## src/rtl/salc_pkg.sv

```systemverilog
// Shared constants, types and helper functions of the LRU write-back cache.
`default_nettype none
package salc_pkg;

  localparam int NUM_SETS       = 16;
  localparam int NUM_WAYS       = 4;
  localparam int WORDS_PER_LINE = 4;
  localparam int ADDR_BITS      = 16;

  localparam int SET_W      = $clog2(NUM_SETS);
  localparam int WAY_W      = $clog2(NUM_WAYS);
  localparam int OFFS_W     = $clog2(WORDS_PER_LINE);
  localparam int WORD_W     = ADDR_BITS - 2;
  localparam int TAG_W      = WORD_W - OFFS_W - SET_W;
  localparam int LINE_W     = SET_W + WAY_W;
  localparam int NUM_LINES  = NUM_SETS * NUM_WAYS;
  localparam int DATA_DEPTH = NUM_LINES * WORDS_PER_LINE;
  localparam int BACK_DEPTH = 1 << WORD_W;
  localparam int ROW_W      = NUM_WAYS * TAG_W;
  localparam int CNT_W      = OFFS_W + 1;
  localparam int DATA_W     = 32;
  localparam int STAT_W     = 32;
  localparam int DIRTY_W    = 7;

  localparam logic CMD_READ  = 1'b0;
  localparam logic CMD_WRITE = 1'b1;

  typedef logic [WAY_W-1:0] way_t;

  // Controller to datapath commands.
  typedef struct packed {
    logic in_ready;
    logic clr_step;
    logic decide;
    logic wb_step;
    logic fill_step;
    logic access;
    logic load_out;
  } salc_cmd_t;

  // Datapath to controller status.
  typedef struct packed {
    logic accepted;
    logic clr_last;
    logic need_wb;
    logic need_fill;
    logic fill_pending;
    logic step_last;
    logic out_free;
  } salc_sts_t;

  function automatic logic [STAT_W-1:0] sat_inc(input logic [STAT_W-1:0] v);
    return (v == '1) ? v : v + 1'b1;
  endfunction

endpackage
`default_nettype wire

```

## src/rtl/salc_ctrl.sv

```systemverilog
// Sequencing state machine of the cache.
`default_nettype none
module salc_ctrl import salc_pkg::*; (
  input  wire logic       clk,
  input  wire logic       rst,
  input  wire salc_sts_t  sts,
  output salc_cmd_t       cmd
);

  typedef enum logic [2:0] {
    S_CLEAR,
    S_IDLE,
    S_LOOKUP,
    S_WB,
    S_FILL,
    S_ACCESS,
    S_RESP
  } state_t;

  state_t state;

  always_ff @(posedge clk) begin
    if (rst) begin
      state <= S_CLEAR;
    end else begin
      unique case (state)
        S_CLEAR:  if (sts.clr_last) state <= S_IDLE;
        S_IDLE:   if (sts.accepted) state <= S_LOOKUP;
        S_LOOKUP: begin
          if (sts.need_wb) state <= S_WB;
          else if (sts.need_fill) state <= S_FILL;
          else state <= S_ACCESS;
        end
        S_WB: begin
          if (sts.step_last) state <= sts.fill_pending ? S_FILL : S_ACCESS;
        end
        S_FILL:   if (sts.step_last) state <= S_ACCESS;
        S_ACCESS: state <= S_RESP;
        S_RESP:   if (sts.out_free) state <= S_IDLE;
        default:  state <= S_IDLE;
      endcase
    end
  end

  always_comb begin
    cmd           = '0;
    cmd.in_ready  = (state == S_IDLE);
    cmd.clr_step  = (state == S_CLEAR);
    cmd.decide    = (state == S_LOOKUP);
    cmd.wb_step   = (state == S_WB);
    cmd.fill_step = (state == S_FILL);
    cmd.access    = (state == S_ACCESS);
    cmd.load_out  = (state == S_RESP) && sts.out_free;
  end

endmodule
`default_nettype wire

```

## config.mk

```make
export PLATFORM = sky130hd
export DESIGN_NAME = salc_ctrl
export DESIGN_NICKNAME = d
export VERILOG_FILES = /design/src/rtl/salc_pkg.sv /design/src/rtl/salc_ctrl.sv
export SDC_FILE = /design/constraint.sdc
export NUM_CORES = 1
export LEC_CHECK = 0
export BUFFER_PORTS_ARGS = -buffer_cell sky130_fd_sc_hd__buf_2
export CORE_AREA = 5 5 42 44
export CTS_BUF_LIST = sky130_fd_sc_hd__clkbuf_4 sky130_fd_sc_hd__clkbuf_8
export DETAILED_ROUTE_END_ITERATION = 8
export DIE_AREA = 0 0 47 49
export GPL_ROUTABILITY_DRIVEN = 0
export GPL_TIMING_DRIVEN = 0
export HOLD_SLACK_MARGIN = 0.08
export PLACE_DENSITY = 0.6
export REMOVE_ABC_BUFFERS = 1
export SLEW_MARGIN = 20
export SYNTH_ARGS = -nofsm -noshare
export SYNTH_HDL_FRONTEND = slang
export SYNTH_SLANG_ARGS = --single-unit
```

## constraint.sdc

```tcl
create_clock -name clk -period 1.56 [get_ports clk]
set_clock_uncertainty 0.15 [all_clocks]
set_input_delay 0.312 -clock clk [delete_from_list [all_inputs] [get_ports clk]]
set_output_delay 0.312 -clock clk [all_outputs]
set_load 0.1 [all_outputs]
```

==> results.toml, run 1 <==
[status]
status = "finished with violations"
violations = "negative setup slack"

[drt]
ant_nets = 0
drtPass1Iterations = 4
vias_per_cell = 5.157
first_iter_violations = 7
via_count = 459
routed_wl_um = 1256
wire_per_inst_um = 14.11
drc = 0

[critical_path]
critical_path.max_fanout = 6
crit_arrival_ps = 1130
start_kind = "register"
path_class = "register to output pin"
worstPathRequired_ps = 1100
slowest_delay_ps = 420
end_kind = "output pin"
cp_slowest_cell = "dfxtp_4"
path_cells = "inv_4 > nor3_4 > buf_12"

[synthesis]
synth_compound_area_frac = 0.3547
synth-simple-area-share = 0.2905
synth_area_per_cell_um2 = 7.407
yosysTopAreaCellShare = 0.1622
synthXorXnorAreaFrac = 0
yosysTopAreaCell = "dfxtp_1"
synth.area.mux_share = 0.05405
yosysSeqAreaShare = 0.1622
ys_seq_elements = 3
synth-warning-count = 0
synth_top_family_by_area = "compound AO/OA/AOI/OAI gates"
synthCells = 50
syn_area_um2 = 370.4
synth_fa_ha_area_frac = 0.03378
synth_area_leaders = "dfxtp_1, nor2_1, mux2i_1, nand2b_1, nor2b_1"
synth_cell_types = 28

[floorplan]
core_area_um2 = 1401
initial_core_util = 0.2643
die_w_um = 47
row_count = 14
die_h_um = 49
pin_count = 16
dieArea_um2 = 2303

[layout]
regArea_um2 = 71.32
layout.nets = 84
final_cell_mix = "buf_2, buf_12, nor2_4"
layout.cells.non_filler = 89
drive_gt1_frac = 0.6849
area_delta_synth_final_pct = 103.0
largest_reg_flops = 3
top_regs = "state x3"
fillerInstances = 132
design_area_um2 = 752.0
multi_input_comb_area_um2 = 369.1
regMostFlops = "state"
mostFrequentLayoutCell = "buf_2"
antennaDiodeCount = 0

[sta]
fmax_ghz = 0.6292
setup_viol = 3
fin_tns_setup_ps = -36.75
final-hold-violation-count = 0
period_needed_ps = 1589
slew_headroom = 0.7649
rsz0062_at_grt = "yes"
worstMarginPinSlew_ps = 352.3
timing.final.ws_setup_ps = -29.27
period_share = 1.019
slew_violations = 0

[power]
cellLeakagePower_nw = 0.2943
p_sw_mw = 0.7469
switching_share = 0.5217
p_seq_frac = 0.127
combPwrFrac = 0.766
p_total_mw = 1.431
pwr-share-clk = 0.107
ir_worst_vdd_uv = 1823
p_per_area_nw_per_um2 = 1904
internal_power_mw = 0.6846

[cts]
cts_made_buffers = 3
clk_pin_slew_ps = 40
cts_num_sinks = 3
cts.path.max_buffers = 2
cts_tree = "built"
hold_buffers = 0
htreeDepth = 1
clock_latency_ps = 230
clock_tree.root_cell = "clkbuf_4"

[placement]
dp_hpwl_um = 677.6
dp.cells = 78
portBuffers = 15
place_area_um2 = 441.7
place_ws_ps = -376.0

[flow_run]
cap_violations = 0

[worst_hold_path]
holdCritPathClass = "primary input to register"

[grt]
grt_pass1_vias = 479
track_usage = 0.1251
grt_start_max_net_pins = 10
grt_overflow = 0
grt_first_pass_wirelength_um = 2208
antenna_found_initial = 0
-- worst paths after layout --
| kind | slack [ps] | start | end | depth (start not counted) |
|---|---|---|---|---|
| setup reg to reg | 30 | state[2]$_SDFFE_PP0P_ | state[1]$_SDFFE_PP0P_ | 5 |
| setup / recovery | -30 | state[0]$_SDFFE_PP0P_ | cmd[6] | 3 |
| hold / removal | 130 | rst | state[2]$_SDFFE_PP0P_ | 2 |
| hold reg to reg | 520 | state[2]$_SDFFE_PP0P_ | state[2]$_SDFFE_PP0P_ | 2 |
-- timing repair --
item,CTS,global route
gates cloned,0,0
pin swaps,6,5
setup endpoints to repair,10,9
resized for setup,57,4
setup buffers,4,3
-- metal layers --
layer  part of all wire  track usage
met5                  0            0
met4                  0      0.02765
met3              0.053      0.02583
met2               0.52       0.2036
met1               0.43       0.1638
-- final cells by class --
| class | instances | area share |
|---|---|---|
| multi-input cells | 40 | 0.4908 |
| repair buffers | 22 | 0.3245 |
| flip-flops and latches | 3 | 0.09484 |
| clock buffers | 4 | 0.03993 |
| well taps | 16 | 0.02662 |
| inverters | 4 | 0.02329 |
-- through the flow --
step / hold WS [ps] / utilization
6_report: 130.5 / 0.5366
3_5_place_dp: 374.8 / 0.3152
4_1_cts: 126.3 / 0.5134
3_3_place_gp: 371.2 / 0.3152
5_1_grt: 131.7 / 0.5366
2_1_floorplan: 224.4 / -
-- synth_stat cells (all sizes together) --
| library cell | instances |
|---|---|
| o21ai | 2 |
| nor2b | 3 |
| nand2 | 2 |
| a2bb2oi | 1 |
| a31o | 1 |
| inv | 4 |
| mux2i | 2 |
| o2111ai | 1 |
| a21oi | 2 |
| o21bai | 1 |
| a21o | 1 |
| nand4 | 1 |
| nor2 | 9 |
| a211oi | 1 |
| dfxtp | 3 |
| a21boi | 1 |
| buf | 3 |
| nand2b | 3 |
| a32oi | 1 |
| a22oi | 2 |
| o221a | 1 |
| ha | 1 |
| and2b | 1 |
| nor3 | 3 |
-- power by group through the flow --
stage | combinational (mW) | sequential [mW] | clock, mW
2_1_floorplan | 0.542 | 0.158 | 0
5_1_grt | 1.16 | 0.187 | 0.172
3_3_place_gp | 0.652 | 0.180 | 0
4_1_cts | 1.04 | 0.178 | 0.156
3_5_place_dp | 0.654 | 0.181 | 0
6_report | 1.10 | 0.182 | 0.154
-- cells by family after synthesis --
group,Yosys count
adder cells (fa/ha/maj),1
buffers and inverters,7
AO/OA/AOI/OAI,15
multiplexers,2
AND/OR/NAND/NOR,22
flip-flops,3
-- worst max-delay path, delay by kind of cell, from the launching register on --
family | cells | cell delay (ps)
flops | 1 | 420
buf+inv | 2 | 270
simple gates | 1 | 200
(Power assumes the default switching activity.)
==> run 2: changes to the inputs <==
- CORE_AREA: 5 5 42 44 -> 2 2 39 41
- DIE_AREA: 0 0 47 49 -> 0 0 41 43
- SKIP_LAST_GASP: unset -> 1
==> run 2 against run 1 <==
Effect of this change: the run still ends with negative setup slack left; sequential power decreased by 2%; cell area down 2.8%; routed wire length is 5.6% lower; maximum frequency is 0.54% lower; combinational power decreased by 5%; worst setup slack worse by 8.7 ps.
==> results.toml, run 2 (synthesis results as in run 1) <==
[grt]
grt_first_pass_wirelength_um = 1932
grt_pass1_vias = 442
antenna_found_initial = 0
track_usage = 0.1565
grt_overflow = 0
grt_start_max_net_pins = 9

[power]
internal_power_mw = 0.6523
pwr-share-clk = 0.115
p_per_area_nw_per_um2 = 1895
p_sw_mw = 0.7321
p_total_mw = 1.384
switching_share = 0.5288
ir_worst_vdd_uv = 1176
p_seq_frac = 0.129
cellLeakagePower_nw = 0.2923
combPwrFrac = 0.757

[layout]
layout.nets = 85
regMostFlops = "state"
top_regs = "state x3"
largest_reg_flops = 3
antennaDiodeCount = 0
area_delta_synth_final_pct = 97.30
drive_gt1_frac = 0.6757
utilization = 0.5280
final_cell_mix = "buf_2, buf_4, buf_12"

[floorplan]
die_h_um = 43
initial_core_util = 0.2676
die_w_um = 41
core_area_um2 = 1384
pin_count = 16
row_count = 14
dieArea_um2 = 1763

[status]
violations = "negative setup slack"
status = "finished with violations"

[worst_hold_path]
holdPathEnd = "state[2]$_SDFFE_PP0P_"
hold_path_startpoint = "rst"
holdCritPathClass = "primary input to register"
min_path_cells = 2

[sta]
timing.final.ws_setup_ps = -37.95
whs_ps = 122.2
rsz0062_at_grt = "yes"
worstMarginPinSlew_ps = 368.8
period_share = 1.024
slew_headroom = 0.7539
final-hold-violation-count = 0
slew_violations = 0
period_needed_ps = 1598
fmax_ghz = 0.6258
setup_viol = 4

[cts]
clk_pin_slew_ps = 40
cts_made_buffers = 3
htreeDepth = 1
cts_num_sinks = 3
cts.path.max_buffers = 2
cts_tree = "built"
hold_buffers = 0
clock_tree.root_cell = "clkbuf_4"
clock_latency_ps = 240

[drt]
ant_nets = 0
drtPass1Iterations = 4
drc = 0
first_iter_violations = 6
routed_wl_um = 1186
via_count = 449
vias_per_cell = 4.989
wire_per_inst_um = 13.18

[critical_path]
cp_slowest_cell = "dfxtp_4"
cp_num_buf_inv = 2
critical_path.max_fanout = 7
reg2reg_depth = 6
end_kind = "output pin"
path_delay_family = "flip-flops"
path_cells = "inv_2 > nor3_4 > buf_12"
crit_arrival_ps = 1140
reg2reg_from = "state[1]$_SDFFE_PP0P_"
r2r_slack_ps = -10
worstPathRequired_ps = 1100
r2r_end = "state[1]$_SDFFE_PP0P_"
slowest_delay_ps = 400
path_class = "register to output pin"
start_kind = "register"

[flow_run]
cap_violations = 0

[placement]
dp_hpwl_um = 636
portBuffers = 15
-- run 2: area by class of cell --
cell class              count  area (µm²)
repair buffers             23       234.0
clock buffers               4       30.03
fillers                   134       653.1
inverters                   4       15.01
well taps                  16       20.02
flip-flops and latches      3       71.32
multi-input cells          40       360.3
-- run 2: stage by stage --
step | setup TNS [ps] | worst slack, ps | instance area [µm²] | instances
3_5_place_dp | -2081 | -387.1 | 441.7 | 78
5_1_grt | -321.5 | -92.70 | 730.7 | 90
2_1_floorplan | -7280 | -1575 | 346.6 | 47
4_1_cts | -94.45 | -21.39 | 663.1 | 88
6_report | -45.57 | -37.95 | 730.7 | 90
3_3_place_gp | -1850 | -353.2 | 441.7 | 78
-- run 2: how the worst max path moves through the flow --
stage | depth (start not counted) | startpoint | endpoint
after global routing | 3 | state[0]$_SDFFE_PP0P_ | cmd[6]
after global placement | 6 | state[1]$_SDFFE_PP0P_ | state[1]$_SDFFE_PP0P_
after floorplan | 2 | state[0]$_SDFFE_PP0P_ | cmd[6]
after detailed placement | 6 | state[1]$_SDFFE_PP0P_ | state[1]$_SDFFE_PP0P_
after CTS | 3 | state[1]$_SDFFE_PP0P_ | cmd[1]
final | 3 | state[0]$_SDFFE_PP0P_ | cmd[6]
-- run 2: power groups by stage --
| stage | registers (mW) | logic (mW) | clock network (mW) |
|---|---|---|---|
| after floorplan | 0.158 | 0.542 | 0 |
| after global placement | 0.180 | 0.650 | 0 |
| after detailed placement | 0.183 | 0.652 | 0 |
| after CTS | 0.171 | 0.978 | 0.156 |
| after global routing | 0.185 | 1.10 | 0.175 |
| final | 0.178 | 1.05 | 0.159 |
-- run 2: worst register-to-register path, stage by stage (launching register included) --
cell and delay (ps):
dfxtp_4 400, inv_2 60, ha_4 230, nor2b_1 110
a21boi_1 70, o221a_2 250, a211oi_2 210
-- run 2: metal layers --
layer | GRT usage | wire length [µm]
met1 | 0.2244 | 511
met2 | 0.2344 | 594
met3 | 0.01047 | 64
met4 | 0.06000 | 16
met5 | 0 | 0
-- run 2: timing repair --
action	CTS	global route
endpoints found under the setup margin	10	8
setup buffers	6	2
pin swaps	5	5
gates resized for setup	42	13
